### src/rtl/srpq_pkg.sv
// ----------------------------------------------------------------------------
// srpq_pkg
// Shared types and constants of the sorted ring priority queue.
// ----------------------------------------------------------------------------
package srpq_pkg;

  localparam int DEPTH   = 16;
  localparam int NCELLS  = DEPTH - 1;
  localparam int CNT_W   = $clog2(DEPTH);
  localparam int KEY_W   = 32;
  localparam int COUNT_W = 4;

  typedef enum logic {
    OP_PUSH = 1'b0,
    OP_POP  = 1'b1
  } opcode_t;

  typedef enum logic [1:0] {
    ST_OK    = 2'd0,
    ST_FULL  = 2'd1,
    ST_EMPTY = 2'd2
  } status_t;

  // command broadcast to every cell of the chain
  typedef struct packed {
    logic             push;
    logic             pop;
    logic [KEY_W-1:0] key;
  } cell_ctrl_t;

endpackage

### src/rtl/srpq_cell.sv
// ----------------------------------------------------------------------------
// srpq_cell
// One slot of the sorted chain: holds a key, compares it against the
// incoming key and takes its neighbor's key on an insert or a removal.
// ----------------------------------------------------------------------------
module srpq_cell
  import srpq_pkg::*;
(
  input  logic             clk,
  input  cell_ctrl_t       ctrl,
  input  logic             occupied,
  input  logic [KEY_W-1:0] left_key,
  input  logic             left_ge,
  input  logic [KEY_W-1:0] right_key,
  output logic [KEY_W-1:0] key_q,
  output logic             ge
);

  // an empty slot counts as not smaller, so the insert point is the first ge
  assign ge = !occupied || (key_q >= ctrl.key);

  always_ff @(posedge clk) begin
    if (ctrl.push && ge) begin
      key_q <= left_ge ? left_key : ctrl.key;
    end else if (ctrl.pop) begin
      key_q <= right_key;
    end
  end

endmodule

### src/rtl/sorted_ring_priority_queue.sv
// ----------------------------------------------------------------------------
// sorted_ring_priority_queue
// Min-priority queue of unsigned keys kept sorted in a chain of cells,
// smallest key in cell 0. Push inserts in front of the first key that is
// not smaller, pop removes cell 0 and shifts the chain down.
// ----------------------------------------------------------------------------
//
//  channel  | handshake          | payload
//  ---------+--------------------+----------------------------
//  command  | start / busy       | opcode, key
//  result   | done (strobe)      | popped_key, status, count
//
// one beat per cycle: every cell compares and shifts in the same cycle,
// so a command is taken every cycle and busy stays low.
// the result strobe is registered and comes in the cycle after the command beat.
// rst (synchronous) empties the queue; key storage is not cleared.
// the receiver cannot stall: done lasts exactly one cycle.
// ----------------------------------------------------------------------------
module sorted_ring_priority_queue
  import srpq_pkg::*;
(
  input  logic               clk,
  input  logic               rst,
  input  logic               start,
  output logic               busy,
  input  logic               opcode,
  input  logic [KEY_W-1:0]   key,
  output logic               done,
  output logic [KEY_W-1:0]   popped_key,
  output logic [1:0]         status,
  output logic [COUNT_W-1:0] count
);

  logic [CNT_W-1:0]         cnt;
  logic [CNT_W-1:0]         cnt_next;
  logic [KEY_W-1:0]         cell_key [NCELLS];
  logic [NCELLS-1:0]        cell_ge;
  logic                     is_full;
  logic                     is_empty;
  logic                     take;
  cell_ctrl_t               ctrl;
  status_t                  st_next;
  logic [KEY_W-1:0]         popped_next;
  logic [CNT_W+COUNT_W-1:0] cnt_ext;

  assign busy     = 1'b0;
  assign take     = start && !busy;
  assign is_full  = (cnt == CNT_W'(NCELLS));
  assign is_empty = (cnt == '0);

  always_comb begin
    ctrl.push   = 1'b0;
    ctrl.pop    = 1'b0;
    ctrl.key    = key;
    st_next     = ST_OK;
    popped_next = '0;
    cnt_next    = cnt;
    if (take) begin
      unique case (opcode_t'(opcode))
        OP_PUSH: begin
          if (is_full) begin
            st_next = ST_FULL;
          end else begin
            ctrl.push = 1'b1;
            cnt_next  = cnt + 1'b1;
          end
        end
        OP_POP: begin
          if (is_empty) begin
            st_next = ST_EMPTY;
          end else begin
            ctrl.pop    = 1'b1;
            popped_next = cell_key[0];
            cnt_next    = cnt - 1'b1;
          end
        end
        default: st_next = ST_OK;
      endcase
    end
  end

  for (genvar i = 0; i < NCELLS; i++) begin : g_cell
    logic [KEY_W-1:0] left_key;
    logic             left_ge;
    logic [KEY_W-1:0] right_key;
    logic             occupied;

    assign occupied = (CNT_W'(i) < cnt);
    if (i == 0) begin : g_first
      assign left_key = '0;
      assign left_ge  = 1'b0;
    end else begin : g_mid
      assign left_key = cell_key[i-1];
      assign left_ge  = cell_ge[i-1];
    end
    if (i == NCELLS - 1) begin : g_last
      assign right_key = '0;
    end else begin : g_inner
      assign right_key = cell_key[i+1];
    end

    srpq_cell u_cell (
      .clk       (clk),
      .ctrl      (ctrl),
      .occupied  (occupied),
      .left_key  (left_key),
      .left_ge   (left_ge),
      .right_key (right_key),
      .key_q     (cell_key[i]),
      .ge        (cell_ge[i])
    );
  end

  always_ff @(posedge clk) begin
    if (rst) begin
      cnt  <= '0;
      done <= 1'b0;
    end else begin
      cnt  <= cnt_next;
      done <= take;
    end
  end

  always_ff @(posedge clk) begin
    popped_key <= popped_next;
    status     <= st_next;
  end

  assign cnt_ext = {{COUNT_W{1'b0}}, cnt};
  assign count   = cnt_ext[COUNT_W-1:0];

`ifndef ASSERT_OFF
  a_cnt_bound: assert property (@(posedge clk) disable iff (rst)
    cnt <= CNT_W'(NCELLS))
    else $error("queue holds more keys than cells");

  a_done_follows: assert property (@(posedge clk) disable iff (rst)
    take |=> done)
    else $error("command beat without result strobe");

  a_sorted_head: assert property (@(posedge clk) disable iff (rst)
    (cnt >= CNT_W'(2)) |-> (cell_key[0] <= cell_key[1]))
    else $error("head of chain out of order");

  a_pop_shrinks: assert property (@(posedge clk) disable iff (rst)
    (take && ctrl.pop) |=> (cnt == $past(cnt) - 1'b1))
    else $error("pop did not remove one key");
`endif

endmodule
### config.mk
export PLATFORM = sky130hd
export DESIGN_NAME = sorted_ring_priority_queue
export DESIGN_NICKNAME = d
export VERILOG_FILES = /design/src/rtl/srpq_pkg.sv /design/src/rtl/srpq_cell.sv /design/src/rtl/sorted_ring_priority_queue.sv
export SDC_FILE = /design/constraint.sdc
export NUM_CORES = 2
export LEC_CHECK = 0
export BUFFER_PORTS_ARGS = -buffer_cell sky130_fd_sc_hd__buf_2
export CORE_MARGIN = 4
export CORE_UTILIZATION = 50
export DETAILED_ROUTE_END_ITERATION = 8
export PLACE_DENSITY = 0.65
export SLEW_MARGIN = 10
export SYNTH_ARGS = -nofsm -noshare
export SYNTH_HDL_FRONTEND = slang
export SYNTH_SLANG_ARGS = --single-unit
### constraint.sdc
create_clock -name clk -period 4.75 [get_ports clk]
set_input_delay 0.7125 -clock clk [delete_from_list [all_inputs] [get_ports clk]]
set_output_delay 0.7125 -clock clk [all_outputs]
set_load 0.02 [all_outputs]
=== Yosys cells after proc, flatten, opt, wreduce, memory -nomap -nowiden ===
Cells that the tools add are included.

* Add/sub/neg operators: 2
* Multipliers: 0
* Divide/modulo/power cells: 0
* Order comparisons: 30
* Eq/ne operators: 3
* Shift-type cells: 0
* Muxes and demuxes: 55
* Bitwise logic cells: 2
* Reductions and logical operators: 63

{| class="wikitable"
|+ Operators by type and width
! kind !! count
|-
| $mux 32 || 44
|-
| $ge 32x32->1 || 15
|-
| $reduce_bool 2->1 || 15
|-
| $lt 4x4->1 const A || 7
|-
| $lt 3x4->1 const A || 4
|-
| $logic_and 1x1->1 || 15
|-
| $logic_not 1->1 || 15
|-
| $logic_or 1x1->1 || 15
|-
| $lt 1x4->1 const A || 2
|-
| $lt 2x4->1 const A || 2
|-
| $mux 4 || 2
|-
| $pmux 4 s2 || 1
|-
| $mux 1 || 5
|-
| $add 4x1->4 const B || 1
|-
| $eq 4x4->1 const B || 1
|-
| $logic_not 4->1 || 1
|-
| $mux 2 || 2
|-
| $ne 2x2->1 const B || 2
|-
| $pmux 2 s2 || 1
|-
| $sub 4x1->4 const B || 1
|-
| $reduce_and 3->1 || 1
|-
| $reduce_or 3->1 || 1
|-
| $not 1->1 || 2
|}

* Register bits: 519
* Bits in latches: 0
* Memory bits (writable): 0
* Memory bits (read-only): 0
* Output and inout bits: 40
* Memories kept: 0

=== Logic depth before layout (Yosys ltp) ===
* Word-level depth: 6
* Depth in mapped cells: 12
* Depth with buffers taken out: 9

=== By module ===
Synthesis repeated with hierarchy kept, for this count alone.

* Cell total of the unflattened synthesis: 3880
* Area total of the unflattened synthesis: 40478.8 µm²

{| class="wikitable"
|+ By module, submodules not included
! module !! instances !! cells each !! area each (µm²) !! seq. area each (µm²)
|-
| srpq_cell || 15 || 250 || 2607.5 || 960.9
|-
| sorted_ring_priority_queue || 1 || 130 || 1366.3 || 780.7
|}

=== Worst setup path after synthesis ===
No wires, ideal clock.

* Path type: input -> register
* Start point: in key[15]
* End point: reg g_cell[0].u_cell.key_q[0] (enable)
* Setup time: 0.389 ns
* Data arrival time: 3.813 ns
* Required time: 4.361 ns
* Setup slack: 0.547 ns
* Stages on the path: 12
* Path buffers: 3
* Cell sequence: clkbuf_1 -> inv_1 -> ha_1 -> nand2_1 -> nor4_1 -> or4b_1 -> a31oi_1 -> or3_1 -> buf_2 -> nand2_2 -> clkbuf_2 -> nand2_1

* Longest elaborated chain between the ends: 4

{| class="wikitable"
|+ RTL lines
! element !! RTL line !! RTL
|-
| from (decl) || sorted_ring_priority_queue.sv:27 || <nowiki>input logic [KEY_W-1:0] key,</nowiki>
|-
| $ge 32x32->1 || srpq_cell.sv:20 || <nowiki>assign ge = !occupied || (key_q >= ctrl.key);</nowiki>
|-
| $logic_or 1x1->1 || srpq_cell.sv:20 ||
|-
| $logic_and 1x1->1 || srpq_cell.sv:23 || <nowiki>if (ctrl.push && ge) begin</nowiki>
|-
| $reduce_bool 2->1 (no source line) || n/a ||
|-
| to (signal assigned) || srpq_cell.sv:24 || <nowiki>key_q <= left_ge ? left_key : ctrl.key;</nowiki>
|-
| to (signal assigned) || srpq_cell.sv:26 || <nowiki>key_q <= right_key;</nowiki>
|-
| to (decl) || srpq_cell.sv:15 || <nowiki>output logic [KEY_W-1:0] key_q,</nowiki>
|}

No other way between the ends.
A chain may end at the register's enable or synchronous reset.

=== Worst setup path in the final report ===
* Start point: in key[6]
* End point: reg g_cell[8].u_cell.key_q[6] (data pin)

* Longest elaborated chain between the ends: 4
* Elaborated cells between the ends (all ways): 7

{| class="wikitable"
|+ RTL lines
! element !! RTL line
|-
| $ge 32x32->1 || srpq_cell.sv:20
|-
| $logic_or 1x1->1 || srpq_cell.sv:20
|-
| $mux 32 / $logic_and 1x1->1 (equally long branches) || srpq_cell.sv:24, srpq_cell.sv:23
|-
| $mux 32 (*) || srpq_cell.sv:23
|-
| to (signal assigned) || srpq_cell.sv:24
|-
| to (signal assigned) || srpq_cell.sv:26
|-
| to (decl) || srpq_cell.sv:15
|}

Every way passes the cells marked *; elsewhere a longest branch is shown, timed or not.

==> impl_metrics.yaml <==
run_status:
  status: "completed"
clocking:
  cts_made_buffers: 58
  cts.path.max_buffers: 3
  clock-sinks: 519
  cts_tree: "built"
  cts_resized: 0
  clock_latency_ns: 0.63
  ctsHoldBuffers: 0
  path_clk_slew_ns: 0.06
  htree_levels: 2
  cts_root_buf: "clkbuf_16"
  cts_setup_buffers: 0
detailed_routing:
  first_pass_iters: 6
  routed_wl_mm: 96.40
  postRouteAntennaNets: 0
  drt_first_iter_violations: 2698
  routed-via-count: 27326
  routedWlPerCell_um: 21.57
  drcViolationCount: 0
  vias_per_cell: 6.116
worst_hold_path:
  hold_path_class: "in -> reg"
critical_path:
  startpoint: "key[6]"
  crit_path_top_delay_cell: "a31oi_1"
  r2r_start: "g_cell[0].u_cell.key_q[15]"
  critical_path_class: "in -> reg"
  start_kind: "primary input"
  cp_max_fo: 32
  critPathArrivalTime_ns: 4.11
  cpPeakStageDelay_ns: 0.71
  ff2ff_path_depth: 11
  critPathCaptureType: "register"
  crit_chain: "buf_2 > inv_1 > ha_1 > nand2_1 > o21ai_0 > a21oi_1 > a31oi_1 > nor2_2 > buf_12 > mux2_2 > mux2_1"
  r2r-end: "g_cell[0].u_cell.key_q[1]"
  worstSetupEndpoint: "g_cell[8].u_cell.key_q[6]"
  reg2reg_slack_ns: 1.24
  required_ns: 5.11
sta:
  fmax_mhz: 266.8
  tns_ns: 0
  slew_violations: 0
  skew_ns: 0.01161
  setup_ws_ns: 1.002
  setup_viol: 0
  period_needed_ns: 3.748
  relSlewSlack: 0.2701
  hold_viol: 0
  rsz0062_at_grt: "no"
  finalCritPeriodShare: 0.7890
  tightest_slew_ns: 1.095
  whs_ns: 0.3090
synth:
  synth_area_mm2: 0.03513
  synthMostInstantiatedCell: "nand2_1"
  ys_ff_latch: 519
  synth_largest_area_cell: "edfxtp_1"
  synth_top_area_share: 0.4103
  async_reset_ff_frac: 0
  ys_seq_area_frac: 0.4326
  avgSynthCellArea_um2: 10.29
  ys.flop_type: "edfxtp_1"
  syn-num-nets: 3901
  synthTopCellsByCount: "511 x nand2_1, 483 x o21ai_0, 480 x edfxtp_1"
  synth.distinct_cells: 70
  ys_top_cells_by_area: "edfxtp_1 41%, ha_1 16%, mux2i_1 10%"
  synth_edf_count: 480
  yosysWarnings: 0
  syn_inst: 3414
place:
  dpl_worst_slack_ns: 0.4128
  place_hpwl_mm: 74.45
  dp_cells: 4356
  numPortBuffers: 74
  gp_congestion: 0.9016
  postPlaceCellArea_mm2: 0.03720
finish:
  fillCellCount: 5785
  fin_cells: 4468
  drive_above_1_share: 0.1037
  final_area_mm2: 0.03914
  finalNetCount: 3972
  syn_to_final_growth_pct: 11.41
global_routing:
  grt_max_degree: 65
  grt_pass1_wl_mm: 150.7
  track_usage: 0.2521
  grt_pass1_vias: 26585
  antenna_found_initial: 5
  grt_overflow_total: 0
floorplan:
  dieArea_mm2: 0.07456
  start_util: 0.5086
  core.rowCount: 96
  core_area_mm2: 0.06907
  die_w_um: 273.1
  io_pins: 76
  dieHeight_um: 273.1
power_and_ir_drop:
  p_leak_nw: 15.56
  ir_drop_v: 0.0002496
  power_density_mw_per_mm2: 375.6
job:
  maxCapViolCount: 0
[flip-flops by register name, indices dropped and copies added, names as in the netlist]
register and flops:
count 4, done 1, g_cell.u_cell.key_q 480, popped_key 32, status 2
[layout by cell type, fill, tap and decap left out, types with 66 or more instances in the layout]
cell and n:
edfxtp_1 480, nor2_1 80, nand2_1 511, o21ai_0 480, nand3_1 72, mux2i_1 355
buf_4 119, inv_1 66, a21oi_1 227, buf_2 74, ha_1 451
[per-stage QoR]
step	utilization	power (mW)
after floorplan	-	8.861
after global placement	0.5386	9.923
after detailed placement	0.5386	10.11
after CTS	0.5664	14.73
after global routing	0.5666	15.46
final	0.5666	14.70
[worst max-delay path: cells and delay by family]
| family | cells | cell delay (ns) |
|---|---|---|
| muxes | 2 | 0.57 |
| AOI/OAI and AO/OA | 3 | 1.20 |
| and+or+nand+nor | 2 | 0.18 |
| adders and majority gates | 1 | 0.45 |
| buffers and inverters | 3 | 0.97 |
[cell families (layout without fill, tap and decap cells)]
| group | Yosys count | in the layout | synth area share |
|---|---|---|---|
| AOI/OAI and AO/OA | 910 | 910 | 0.1427 |
| xor gates and xnor gates | 4 | 4 | 0.0009975 |
| adders and majority gates | 451 | 451 | 0.1606 |
| buffers and inverters | 269 | 386 | 0.03469 |
| DFF | 519 | 519 | 0.4326 |
| muxes | 418 | 418 | 0.1214 |
| other | 1 | 7 | 0.0001068 |
| and+or+nand+nor | 842 | 842 | 0.1069 |
[worst min-delay path by stage]
stage                                     from             end  cells after the start
floorplan           g_cell[0].u_cell.key_q[10]  popped_key[10]                      1
global placement    g_cell[0].u_cell.key_q[19]  popped_key[19]                      1
detailed placement  g_cell[0].u_cell.key_q[19]  popped_key[19]                      1
CTS                                        rst        count[3]                      2
global route                               rst        count[1]                      2
finish                                     rst        count[2]                      2
[cell type report]
cell class                      count  area [um^2]  share of cell area
Clock buffer                       80         1667             0.04259
Clock inverter                     26        251.5            0.006426
Timing Repair Buffer              214         1684             0.04303
Antenna cell                        6        15.01           0.0003837
Multi-Input combinational cell   2626        18910              0.4832
Sequential cell                   519        15190              0.3883
Tap cell                          931         1165             0.02977
Inverter                           66        247.7            0.006330
[routing by layer]
layer | wire length, um | GRT usage | up-vias
li1 | - | - | 12986
met1 | 42180 | 0.3467 | 13099
met2 | 44210 | 0.4121 | 1057
met3 | 6431 | 0.03213 | 184
met4 | 3574 | 0.08999 | 0
met5 | 0 | 0 | -
[power breakdown]
| part | internal (mW) | switching, mW |
|---|---|---|
| sequential | 5.89 | 0.547 |
| clock | 2.70 | 1.92 |
| combinational | 1.44 | 2.21 |
No activity file was read; power rests on OpenSTA's default activity.
